File: src/sv/lfrs_pkg.sv
`default_nettype none

package lfrs_pkg;

    // Field widths fixed by the item format
    localparam int TIME_W     = 32;
    localparam int COUNT_W    = 24;
    localparam int ROOM_OUT_W = 4;
    localparam int CFG_W      = 5;

    // Room index and room count widths cover the largest supported row (128 rooms)
    localparam int ROOM_IDX_W = 7;
    localparam int ROOM_CNT_W = 8;

    localparam logic [TIME_W-1:0]  TIME_MAX  = '1;
    localparam logic [COUNT_W-1:0] COUNT_MAX = '1;
    localparam logic [CFG_W-1:0]   CFG_RESET = CFG_W'(16);

    // Scan record handed from cell to cell
    typedef struct packed {
        logic                  valid;
        logic [TIME_W-1:0]     start;
        logic [TIME_W-1:0]     dur;
        logic                  found;
        logic [ROOM_IDX_W-1:0] free_idx;
        logic [COUNT_W-1:0]    free_cnt;
        logic                  min_ok;
        logic [TIME_W-1:0]     min_val;
        logic [ROOM_IDX_W-1:0] min_idx;
        logic [COUNT_W-1:0]    min_cnt;
    } t_wave;

    // Write-back broadcast to the row
    typedef struct packed {
        logic                  valid;
        logic [ROOM_IDX_W-1:0] idx;
        logic [TIME_W-1:0]     free_at;
        logic [COUNT_W-1:0]    count;
    } t_upd;

endpackage

`default_nettype wire

File: src/sv/lfrs_cell.sv
`default_nettype none

module lfrs_cell #(
    parameter int IDX = 0
) (
    input  wire logic                                i_clk,
    input  wire logic                                i_rst_n,
    input  wire logic [lfrs_pkg::ROOM_CNT_W-1:0]     i_rooms,
    input  wire lfrs_pkg::t_wave                     i_wave,
    input  wire lfrs_pkg::t_upd                      i_upd,
    output lfrs_pkg::t_wave                          o_wave
);

    localparam logic [lfrs_pkg::ROOM_IDX_W-1:0] MY_IDX = lfrs_pkg::ROOM_IDX_W'(IDX);
    localparam logic [lfrs_pkg::ROOM_CNT_W-1:0] MY_POS = lfrs_pkg::ROOM_CNT_W'(IDX);

    logic [lfrs_pkg::TIME_W-1:0]  r_free_at;
    logic [lfrs_pkg::COUNT_W-1:0] r_count;
    lfrs_pkg::t_wave              r_wave;
    lfrs_pkg::t_wave              n_wave;
    logic                         active;

    assign active = (MY_POS < i_rooms);

    // Fold this room into the passing record
    always_comb begin
        n_wave = i_wave;
        if (active) begin
            if (!i_wave.found && (r_free_at <= i_wave.start)) begin
                n_wave.found    = 1'b1;
                n_wave.free_idx = MY_IDX;
                n_wave.free_cnt = r_count;
            end
            if (!i_wave.min_ok || (r_free_at < i_wave.min_val)) begin
                n_wave.min_ok  = 1'b1;
                n_wave.min_val = r_free_at;
                n_wave.min_idx = MY_IDX;
                n_wave.min_cnt = r_count;
            end
        end
    end

    // Hand the record to the next cell
    always_ff @(posedge i_clk) begin
        if (!i_rst_n) begin
            r_wave <= '0;
        end else begin
            r_wave <= n_wave;
        end
    end

    // Take the write-back addressed to this room
    always_ff @(posedge i_clk) begin
        if (!i_rst_n) begin
            r_free_at <= '0;
            r_count   <= '0;
        end else if (i_upd.valid && (i_upd.idx == MY_IDX)) begin
            r_free_at <= i_upd.free_at;
            r_count   <= i_upd.count;
        end
    end

    assign o_wave = r_wave;

endmodule

`default_nettype wire

File: config.mk
export PLATFORM = sky130hd
export DESIGN_NAME = lfrs_cell
export DESIGN_NICKNAME = d
export VERILOG_FILES = /design/src/sv/lfrs_pkg.sv /design/src/sv/lfrs_cell.sv
export SDC_FILE = /design/constraint.sdc
export NUM_CORES = 1
export LEC_CHECK = 0
export BUFFER_PORTS_ARGS = -buffer_cell sky130_fd_sc_hd__clkbuf_2
export CAP_MARGIN = 10
export CORE_AREA = 2 2 152 154
export CTS_BUF_LIST = sky130_fd_sc_hd__clkbuf_8 sky130_fd_sc_hd__clkbuf_16
export DETAILED_ROUTE_END_ITERATION = 8
export DIE_AREA = 0 0 154 156
export HOLD_SLACK_MARGIN = 0.03
export PLACE_DENSITY = 0.81
export SYNTH_ARGS = -nofsm -noshare
export SYNTH_HDL_FRONTEND = slang
export SYNTH_SLANG_ARGS = --single-unit
File: constraint.sdc
create_clock -name i_clk -period 2.6 [get_ports i_clk]
set_input_delay 0.52 -clock i_clk [delete_from_list [all_inputs] [get_ports i_clk]]
set_output_delay 0.52 -clock i_clk [all_outputs]
set_load 0.05 [all_outputs]
# After elaboration in Yosys (flattened, before gate mapping)
# Index checks and enable logic that the tools add are counted.
totals:
  regBits: 217
  in_bits: 235
  n_memories: 0
  output_inout_bits: 161
  wordCells: 24
  latchBits: 0
  ram_bits: 0
  romBits: 0
op_classes:
  addsub: 0
  mux: 3
  n_div: 0
  magnitude_cmp: 3
  eq_ne: 0
  shift: 0
  bitwise: 0
  n_mul: 0
  n_reduce_logical: 6
op_table:
  columns: ["operator", "count"]
  rows:
  - ["$mux 96", 1]
  - ["$mux 64", 1]
  - ["$le 32x32->1", 1]
  - ["$lt 32x32->1", 1]
  - ["$mux 32", 1]
  - ["$lt 1x8->1 const A", 1]
  - ["$logic_not 7->1", 1]
  - ["$logic_and 1x1->1", 2]
  - ["$logic_not 1->1", 2]
  - ["$logic_or 1x1->1", 1]

# Longest topological paths before layout
# Gate-level depths: netlist of the first run.
logic_depth:
  depth_word: 4
  ltp_mapped: 11
  depth_no_buf: 9

# Worst setup path after synthesis of the first run
# OpenSTA, ideal clock, no wires.
synth_path:
  kind: "input-to-reg"
  start: "input port i_wave[129] in the netlist's numbering"
  end: "register r_wave, in the netlist o_wave[88]"
  t_arrival_ns: 2.427
  required_ns: 2.485
  setup_ns: 0.115
  path_buffers: 0
  path_stages: 9
  setup_slack_ns: 0.058
  cell_sequence: "inv_1 > ha_1 > nor2b_1 > o211ai_1 > a2111oi_0 > or4_4 > a221oi_2 > and2b_1 > and2_1"
synth_between:
  elab_chain_len: 4
synth_lines:
  columns: ["element", "line", "rtl"]
  rows:
  - ["start, declared", "lfrs_cell.sv:9", "input wire lfrs_pkg::t_wave i_wave,"]
  - ["$le 32x32->1", "lfrs_cell.sv:29", "if (!i_wave.found && (r_free_at <= i_wave.start)) begin"]
  - ["$logic_and 1x1->1", "lfrs_cell.sv:29", null]
  - ["$mux 32", "lfrs_cell.sv:29", null]
  - ["$mux 96", "lfrs_cell.sv:28", "if (active) begin"]
  - ["end signal, assigned", "lfrs_cell.sv:48", "r_wave <= n_wave;"]
  - ["end, declared", "lfrs_cell.sv:19", "lfrs_pkg::t_wave r_wave;"]
# Every way passes these cells.
# A chain may end at the register's enable or synchronous reset.

# Final worst setup path of the first run
layout_path:
  start: "register r_free_at[1] in the netlist's numbering"
  end: "register r_wave, in the netlist o_wave[68]"
layout_between:
  elab_chain_len: 4
layout_lines:
  columns: ["element", "line", "rtl"]
  rows:
  - ["start, declared", "lfrs_cell.sv:17", "logic [lfrs_pkg::TIME_W-1:0] r_free_at;"]
  - ["start signal, assigned", "lfrs_cell.sv:58", "r_free_at <= i_upd.free_at;"]
  - ["$le 32x32->1", "lfrs_cell.sv:29", null]
  - ["$logic_and 1x1->1", "lfrs_cell.sv:29", null]
  - ["$mux 32", "lfrs_cell.sv:29", null]
  - ["$mux 96", "lfrs_cell.sv:28", null]
# Every way passes these cells.

==> flow_metrics.env, run 1 <==
export IMPL_routed_wirelength_um=27000
export IMPL_drtAntennaViolNets=0
export IMPL_worstHoldEndpoint="o_wave[111]$_SDFF_PN0_"
export IMPL_cp_top_family="compound AO/OA/AOI/OAI gates"
export IMPL_required_ns=3.05
export IMPL_leakagePower_nw=6.60
export IMPL_synthCells=996
export IMPL_htreeDepth=1
export IMPL_grt_pass1_wl_um=40100
export IMPL_yosysWarnings=0
export IMPL_num_vias=8219
export IMPL_cp_end_kind="register"
export IMPL_n_antenna_cell=0
export IMPL_cp_arrival_ns=3.04
export IMPL_finalMaxSlewViolations=0
export IMPL_synth_top_area_share=0.487
export IMPL_hold_start="i_wave[111]"
export IMPL_worstPathCellList="ha_4, nor2b_1, o211ai_1, a2111oi_1, or4_4, a221oi_4, buf_6, clkbuf_16, nand3_1, o21ai_1"
export IMPL_max_vdd_ir_drop_v=0.000477
export IMPL_ys_ff_latch=217
export IMPL_die_x_um=154
export IMPL_hold_path_class="input pin to register"
export IMPL_n_fill_cell=1945
export IMPL_cts_tree="built"
export IMPL_ys_types=37
export IMPL_cts_buffers=24
export IMPL_final_util=0.565
export IMPL_drv_cap=0
export IMPL_r2r_setup_slack_ns=0.005
export IMPL_cp_num_buf_inv=2
export IMPL_initialDrtViolationCount=357
export IMPL_die_h_um=156
export IMPL_syn_to_final_growth_pct=41.7
export IMPL_final_min_period_over_clock_period=0.998
export IMPL_port_buffers=395
export IMPL_synthArstFlopShare=0
export IMPL_max_freq_mhz=385
export IMPL_viasPerCell=4.78
export IMPL_crit_type="register to register"
export IMPL_io_pins=396
export IMPL_grt_max_degree=90
export IMPL_hold_viol=0
export IMPL_rsz0062_at_grt="true"
export IMPL_worstHoldPathCells=2
export IMPL_grt_pass1_vias=7940
export IMPL_synth_xor_area_frac=0
export IMPL_final_nets=1717
export IMPL_synthTopCellsByArea="dfxtp_1 49%, nand2_1 11%, ha_1 8.8%"
export IMPL_core_area_um2=22400
export IMPL_synth_area_leader_cell="dfxtp_1"
export IMPL_tightest_slew_ns=0.706
export IMPL_rr_startpoint="r_free_at[1]$_SDFFE_PN0P_"
export IMPL_synthFlopType="dfxtp_1"
export IMPL_slew_headroom=0.529
export IMPL_yosys_area_share_simple=0.207
export IMPL_gp_congestion=0.863
export IMPL_worstPathMaxFanout=15
export IMPL_synth_top_family_by_area="simple AND/OR/NAND/NOR gates"
export IMPL_clk_pin_slew_ns=0.06
export IMPL_postCtsHoldBufs=0
export IMPL_cp_start_kind="register"
export IMPL_wl_per_cell_um=15.7
export IMPL_drcViolationCount=0
export IMPL_muxShareOfSynthArea=0.0629
export IMPL_root_buffer="clkbuf_16"
export IMPL_synth_compound_area_frac=0.0993
export IMPL_placementRows=55
export IMPL_reg2reg_depth=10
export IMPL_final_layout_size_suffix_gt1_frac=0.362
export IMPL_finalSetupViolCount=0
export IMPL_grtUsageTotal=0.207
export IMPL_grt_ovfl_total=0
export IMPL_antenna_found_initial=1
export IMPL_synth_fa_ha_area_frac=0.0884
export IMPL_synth_seq_area_share=0.487
export IMPL_skew_ns=0.0117
export IMPL_synth_fp_nets=1294
export IMPL_dpl_instance_area_um2=11500
export IMPL_synth_edff_count=0
export IMPL_r2r_end="o_wave[68]$_SDFF_PN0_"
export IMPL_clk_insertion_delay_late_ns=0.51
export IMPL_status="finished clean"
export IMPL_initial_core_util=0.398
export IMPL_power_density_nw_per_um2=636
export IMPL_slowest_delay_ns=0.59
export IMPL_dpl_hpwl_um=19900
export IMPL_design_area_um2=12600
export IMPL_clock_path_buffers=3
export IMPL_die_area_um2=24000
export IMPL_fin_crit_ns=2.60
export IMPL_worst_path_max_delay_cell="or4_4"
export IMPL_cts_sinks=217
export IMPL_syn_avg_cell_area_um2=8.95
export IMPL_synth_area_um2=8910
export IMPL_whs_ns=0.212
export IMPL_dr_pass1_iters=5
==> report_power, final <==
group | internal, W | total (W) | switching (W)
registers | 0.00340 | 0.00343 | 0.0000242
logic | 0.000306 | 0.000859 | 0.000553
clock network | 0.00238 | 0.00375 | 0.00137
==> worst max path at each step <==
stage                                         start                     to  slack, ns  cells after the start
after global placement                  i_wave[157]  o_wave[82]$_SDFF_PN0_      -0.40                     13
final                     r_free_at[1]$_SDFFE_PN0P_  o_wave[68]$_SDFF_PN0_      0.005                     10
after detailed placement                i_wave[157]  o_wave[78]$_SDFF_PN0_      -0.41                     13
after floorplan                         i_wave[129]  o_wave[88]$_SDFF_PN0_       0.06                      9
after global routing      r_free_at[1]$_SDFFE_PN0P_  o_wave[65]$_SDFF_PN0_      -0.09                     10
after CTS                 r_free_at[1]$_SDFFE_PN0P_  o_wave[78]$_SDFF_PN0_      0.001                     10
==> layout make-up <==
type / count / area (µm²) / share of cell area
multi-input cells: 658 / 4180 / 0.331
repair buffers: 453 / 2600 / 0.206
flip-flops and latches: 217 / 4350 / 0.344
clock inverters: 13 / 195 / 0.0155
clock buffers: 30 / 694 / 0.0550
inverters: 65 / 244 / 0.0193
well taps: 285 / 357 / 0.0282
==> synthesized netlist by cell type, types with 5 or more instances <==
master / instances
clkbuf_1: 39
and2_1: 73
nand3_1: 32
a21oi_1: 25
inv_1: 65
buf_2: 10
nor4_1: 6
nand4_1: 11
and3b_1: 7
ha_1: 63
o21ai_0: 31
nand2_1: 262
a21boi_0: 56
a21o_1: 7
dfxtp_1: 217
mux2i_1: 56
nor2_1: 5
==> layer usage <==
layer,GRT usage,routed length [µm],share of wire
met1,0.251,11000,0.41
met4,0.0632,737,0.027
met2,0.364,13400,0.50
met3,0.0486,1810,0.067
met5,0,15,0.00056
==> metrics by stage <==
step	setup slack, ns	TNS (ns)	std cells	power [W]
2_1_floorplan	0.0578	0	996	0.00399
3_3_place_gp	-0.399	-21.82	1662	0.00432
3_5_place_dp	-0.412	-21.45	1662	0.00433
4_1_cts	0.00148	0	1705	0.00809
5_1_grt	-0.0883	-1.96	1721	0.00829
6_report	0.00455	0	1721	0.00803
==> kinds of logic (layout without fill, tap and decap cells) <==
group | count (synthesis) | after routing
AOI/OAI and AO/OA | 135 | 135
adders and majority gates | 63 | 63
buffers and inverters | 121 | 561
DFF | 217 | 217
muxes | 56 | 56
and+or+nand+nor | 404 | 404
==> state kept, by name, indices dropped and copies added, names as in the netlist <==
register and count:
r_count 24, r_free_at 32, o_wave 161
==> what timing repair did <==
item / in CTS / in global routing
setup buffers: 0 / 13
gates resized for setup: 3 / 37
endpoints found under the setup margin: 31 / 93
pin swaps: 1 / 8
cloned: 0 / 3
==> cell usage in the layout (no fill, tap or decap), types with 2 or more instances in the layout <==
cell type	instances
ha_1	62
nand3_2	7
o21a_1	2
bufinv_16	5
buf_6	3
buf_12	10
nor2b_1	2
dfxtp_1	214
dfxtp_2	3
and3b_1	7
and2_4	3
nor4_1	4
o211ai_1	3
a21boi_0	56
clkbuf_8	5
clkinvlp_4	3
o21ai_1	18
mux2i_1	55
clkbuf_2	394
nand3_1	25
and2_1	69
a21o_1	7
clkinv_2	3
a21oi_1	24
a211oi_1	2
clkbuf_16	28
nor4_2	2
o21ai_0	14
buf_4	43
nand4_1	11
nand2_1	261
a221oi_1	2
nor2_1	5
inv_1	67
No activity file was read; power rests on OpenSTA's default activity.
==> inputs of run 2 (changes only) <==
CELL_PAD_IN_SITES_DETAIL_PLACEMENT = 0   (was default)
CELL_PAD_IN_SITES_GLOBAL_PLACEMENT = 1   (was default)
CORE_AREA = default   (was 2 2 152 154)
CORE_ASPECT_RATIO = 1.5   (was default)
CORE_MARGIN = 2   (was default)
CORE_UTILIZATION = 35   (was default)
CTS_BUF_LIST = sky130_fd_sc_hd__clkbuf_8   (was sky130_fd_sc_hd__clkbuf_8 sky130_fd_sc_hd__clkbuf_16)
DIE_AREA = default   (was 0 0 154 156)
PLACE_DENSITY = 0.91   (was 0.81)
clock period = 2.55 ns   (was 2.6 ns; I/O delays follow)
==> run 2 against run 1 <==
Effect of this change: total power fell by 5.2%; clock skew rose by 0.017 ns; first-iteration DRC count fell by 23%; worst hold slack got worse by 0.026 ns; global-route usage fell by 0.78 points; via count fell by 0.16%; final cell count rose by 3.8%; sequential share of layout area barely moved.
==> flow_metrics.env, run 2 (same netlist as run 1, synthesis figures left out) <==
export IMPL_cp_end_kind="register"
export IMPL_n_fill_cell=2368
export IMPL_dpl_hpwl_um=21100
export IMPL_rr_startpoint="r_free_at[14]$_SDFFE_PN0P_"
export IMPL_cp_arrival_ns=2.97
export IMPL_largest_reg_flops=161
export IMPL_hold_viol=0
export IMPL_top_usage_layer="met2"
export IMPL_grt_max_degree=109
export IMPL_placementRows=71
export IMPL_max_freq_mhz=393
export IMPL_hold_path_class="input pin to register"
export IMPL_clk_pin_slew_ns=0.06
export IMPL_die_h_um=199
export IMPL_hold_start="i_wave[127]"
export IMPL_grt_pass1_vias=8119
export IMPL_n_antenna_cell=0
export IMPL_htreeDepth=2
export IMPL_tightest_slew_ns=0.679
export IMPL_crit_type="register to register"
export IMPL_dp_cells=1717
export IMPL_root_buffer="clkbuf_8"
export IMPL_cts_tree="built"
export IMPL_final_layout_size_suffix_gt1_frac=0.380
export IMPL_finalSetupViolCount=0
export IMPL_use_met1=0.215
export IMPL_skew_ns=0.0288
export IMPL_initialDrtViolationCount=274
export IMPL_fin_crit_ns=2.54
export IMPL_syn_to_final_growth_pct=42.2
export IMPL_io_pins=396
export IMPL_use_met2=0.360
export IMPL_final_nets=1736
export IMPL_cts_buffers=35
export IMPL_crit_start="r_free_at[14]$_SDFFE_PN0P_"
export IMPL_drtAntennaViolNets=0
export IMPL_design_area_um2=12700
export IMPL_postCtsHoldBufs=0
export IMPL_cts_sinks=217
export IMPL_finalMaxSlewViolations=0
export IMPL_core_area_um2=25100
export IMPL_final_common_cell="clkbuf_2"
export IMPL_rsz0062_at_grt="true"
export IMPL_viasPerCell=4.59
export IMPL_final_util=0.506
export IMPL_drv_cap=0
export IMPL_worstPathMaxFanout=7
export IMPL_slew_headroom=0.547
export IMPL_initial_core_util=0.356
export IMPL_routed_wirelength_um=27800
export IMPL_grt_pass1_wl_um=41700
export IMPL_seq_area_um2=4360
export IMPL_max_vdd_ir_drop_v=0.000369
export IMPL_leakagePower_nw=6.64
export IMPL_status="finished clean"
export IMPL_grt_ovfl_total=0
export IMPL_die_area_um2=26800
export IMPL_final_cell_mix="394 x clkbuf_2, 261 x nand2_1, 208 x dfxtp_1, 71 x inv_1, 66 x and2_1"
export IMPL_clock_path_buffers=3
export IMPL_final_min_period_over_clock_period=0.998
export IMPL_clk_insertion_delay_late_ns=0.53
export IMPL_port_buffers=395
export IMPL_globalRouteMet3Util=0.0550
export IMPL_gp_congestion=0.850
export IMPL_drcViolationCount=0
export IMPL_power_density_nw_per_um2=601
export IMPL_layout_cells_non_filler=1787
export IMPL_grtUsageTotal=0.199
export IMPL_cp_start_kind="register"
export IMPL_dr_pass1_iters=4
export IMPL_whs_ns=0.186
export IMPL_num_vias=8206
export IMPL_required_ns=2.97
export IMPL_wl_per_cell_um=15.6
export IMPL_antenna_found_initial=0
export IMPL_multi_input_area_um2=4260
export IMPL_dpl_instance_area_um2=11600
export IMPL_die_x_um=134
[run 2: changes by cell type in the layout (fill, tap and decap cells not counted), moves of 4 or more]
cell,previous run,this run
buf_4,43,53
clkbuf_16,28,1
clkbuf_8,5,46
dfxtp_1,214,208
inv_1,67,71
nand3_1,25,31
nand3_2,7,1
o21ai_0,14,23
o21ai_1,18,8
[run 2: through the flow]
stage,power (W),TNS (ns),setup WS (ns)
3_5_place_dp,0.00442,-44.28,-0.601
4_1_cts,0.00770,-0.175,-0.0281
6_report,0.00762,0,0.00564
5_1_grt,0.00791,-1.77,-0.109
3_3_place_gp,0.00440,-40.19,-0.567
2_1_floorplan,0.00407,0,0.0178
[run 2: path summary, 6_finish.rpt]
path	endpoint	slack, ns	cells past startpoint
max	o_wave[94]$_SDFF_PN0_	0.006	9
max reg2reg	o_wave[94]$_SDFF_PN0_	0.006	9
min reg2reg	o_wave[77]$_SDFF_PN0_	0.45	2
min	o_wave[127]$_SDFF_PN0_	0.19	2
[run 2: layer usage]
layer / vias up / share of wire / routed length [µm]
met5: - / 0 / 0
met4: 0 / 0.034 / 947
met3: 57 / 0.069 / 1910
met2: 291 / 0.51 / 14300
met1: 3714 / 0.38 / 10700
li1: 4144 / - / -
[run 2: power breakdown]
group	leakage (nW)	internal, W	switching [W]
Sequential	1.78	0.00347	0.0000231
Combinational	4.45	0.000313	0.000557
Clock	0.414	0.00188	0.00138
Total	6.64	0.00566	0.00196
[run 2: layout make-up]
type	instances	share of cell area
Clock buffer	45	0.0489
Clock inverter	13	0.0105
Multi-Input combinational cell	658	0.336
Timing Repair Buffer	461	0.208
Tap cell	328	0.0324
Sequential cell	217	0.344
Inverter	65	0.0193
[run 2: repair_timing]
action / 4_1_cts / 5_1_grt
gates resized for setup: 12 / 39
pin swaps: 4 / 15
hold endpoints to repair: 0 / 0
endpoints found under the setup margin: 92 / 59
setup buffers: 1 / 10
cloned: 1 / 1
[run 2: critical path, cell delays in order, from the launching register on]
cell,delay [ns]
dfxtp_4,0.34
ha_1,0.28
nand4_1,0.13
buf_4,0.13
a211oi_1,0.04
or4_4,0.58
a221oi_4,0.35
buf_12,0.17
and2b_2,0.26
and2_1,0.14
==> inputs of run 3 (changes only) <==
CORE_ASPECT_RATIO = default   (was 1.5)
PLACE_DENSITY = 0.94   (was 0.91)
==> run 3 against run 2 <==
Effect of this change: the run now ends with negative setup slack left; die area about the same; critical endpoint unchanged; clock skew is 0.0019 ns lower; via count decreased by 0.66%; critical path type unchanged; register-to-register slack worse by 0.16 ns; highest routed layer unchanged; setup slack lost 0.16 ns; clock-buffer cell count up 7.
==> flow_metrics.env, run 3 (same netlist as run 1, synthesis figures left out) <==
export IMPL_status="complete, but fails checks"
export IMPL_violations="negative setup slack"
export IMPL_required_ns=2.97
export IMPL_dpl_hpwl_um=19700
export IMPL_max_vdd_ir_drop_v=0.000382
export IMPL_fin_crit_ns=2.70
export IMPL_placementRows=58
export IMPL_tightest_slew_ns=0.725
export IMPL_worstPathCellList="ha_4, nor2b_4, o211ai_1, a2111oi_2, or4_4, a221oi_4, buf_12, and2b_2, and2_1"
export IMPL_cp_arrival_ns=3.12
export IMPL_die_area_um2=26800
export IMPL_fin_setup_tns_ns=-2.34
export IMPL_skew_ns=0.0269
export IMPL_initialDrtViolationCount=393
export IMPL_hold_viol=0
export IMPL_drcViolationCount=0
export IMPL_final_cell_mix="394 x clkbuf_2, 261 x nand2_1, 214 x dfxtp_1, 71 x and2_1, 69 x inv_1"
export IMPL_place_ws_ns=-0.453
export IMPL_cp_start_kind="register"
export IMPL_clk_pin_slew_ns=0.06
export IMPL_root_buffer="clkbuf_8"
export IMPL_final_min_period_over_clock_period=1.06
export IMPL_largest_reg_flops=161
export IMPL_io_pins=396
export IMPL_slew_headroom=0.517
export IMPL_cts_tree="built"
export IMPL_worst_path_max_delay_cell="or4_4"
export IMPL_layout_cells_non_filler=1782
export IMPL_max_freq_mhz=370
export IMPL_port_buffers=395
export IMPL_dp_cells=1702
export IMPL_clock_path_buffers=3
export IMPL_drv_cap=0
export IMPL_num_vias=8152
export IMPL_core_area_um2=25100
export IMPL_final_common_cell="clkbuf_2"
export IMPL_die_x_um=164
export IMPL_viasPerCell=4.57
export IMPL_slowest_delay_ns=0.53
export IMPL_grt_pass1_wl_um=40500
export IMPL_fin_ws_ns=-0.152
export IMPL_antenna_found_initial=2
export IMPL_initial_core_util=0.355
export IMPL_grt_max_degree=100
export IMPL_cts_sinks=217
export IMPL_final_nets=1718
export IMPL_htreeDepth=2
export IMPL_grt_ovfl_total=0
export IMPL_dr_pass1_iters=5
export IMPL_cp_end_kind="register"
export IMPL_syn_to_final_growth_pct=41.8
export IMPL_n_fill_cell=2404
export IMPL_rsz0062_at_grt="true"
export IMPL_clk_insertion_delay_late_ns=0.53
export IMPL_finalSetupViolCount=30
export IMPL_drtAntennaViolNets=0
export IMPL_worstPathMaxFanout=7
export IMPL_design_area_um2=12600
export IMPL_routed_wirelength_um=27100
export IMPL_power_density_nw_per_um2=634
export IMPL_grtUsageTotal=0.192
export IMPL_hold_path_class="input pin to register"
export IMPL_gp_congestion=0.854
export IMPL_grt_pass1_vias=7916
export IMPL_postCtsHoldBufs=0
export IMPL_whs_ns=0.181
export IMPL_dpl_instance_area_um2=11500
export IMPL_leakagePower_nw=6.59
export IMPL_crit_type="register to register"
export IMPL_cts_buffers=39
export IMPL_die_h_um=164
export IMPL_wl_per_cell_um=15.2
export IMPL_finalMaxSlewViolations=0
export IMPL_final_layout_size_suffix_gt1_frac=0.369
-- run 3: cell types whose count changed in the layout (fill, tap and decap cells not counted), sizes merged --
cell / previous run / this run
diode: 0 / 2
clkinv: 4 / 7
inv: 71 / 69
clkbuf: 441 / 449
clkinvlp: 0 / 5
buf: 65 / 42
-- run 3: final timing paths --
kind,slack [ns],from,to,cells past startpoint
max,-0.15,r_free_at[1]$_SDFFE_PN0P_,o_wave[94]$_SDFF_PN0_,9
min,0.18,i_wave[125],o_wave[125]$_SDFF_PN0_,2
max reg2reg,-0.15,r_free_at[1]$_SDFFE_PN0P_,o_wave[94]$_SDFF_PN0_,9
min reg2reg,0.47,r_count[9]$_SDFFE_PN0P_,o_wave[73]$_SDFF_PN0_,2
-- run 3: report_power, final --
part | switching, W | internal, W
combinational | 0.000562 | 0.000318
clock | 0.00149 | 0.00214
sequential | 0.0000222 | 0.00347
total | 0.00208 | 0.00593
-- run 3: metrics by stage --
step           power (W)  utilization
2_1_floorplan    0.00407            -
3_3_place_gp     0.00441        0.458
3_5_place_dp     0.00442        0.458
4_1_cts          0.00809        0.495
5_1_grt          0.00832        0.503
6_report         0.00801        0.503
-- run 3: repair_timing --
action / in CTS / in global routing
pin swaps: 1 / 4
gates resized for setup: 9 / 31
hold endpoints to repair: 0 / 0
setup endpoints to repair: 86 / 89
cloned: 0 / 3
setup buffers: 0 / 4
-- run 3: layer usage --
metal,vias up,GRT usage,part of all wire
met3,65,0.0439,0.065
met4,0,0.0746,0.033
met1,3697,0.236,0.43
li1,4120,-,-
met2,270,0.325,0.47
met5,-,0,0
-- run 3: area by class of cell --
| type | count | area [µm²] | area share |
|---|---|---|---|
| Antenna cell | 2 | 5.00 | 0.000396 |
| Inverter | 65 | 244 | 0.0193 |
| Multi-Input combinational cell | 658 | 4210 | 0.333 |
| Clock buffer | 52 | 716 | 0.0567 |
| Tap cell | 330 | 413 | 0.0327 |
| Sequential cell | 217 | 4350 | 0.344 |
| Timing Repair Buffer | 439 | 2520 | 0.199 |
| Clock inverter | 19 | 178 | 0.0141 |
-- run 3: worst max-delay path: cells and delay by family (launching register included) --
kind                     cells  cell delay, ns
AO/OA/AOI/OAI                3            0.77
AND/OR/NAND/NOR              4            1.07
adder cells (fa/ha/maj)      1            0.21
flip-flops                   1            0.36
buffers and inverters        1            0.16
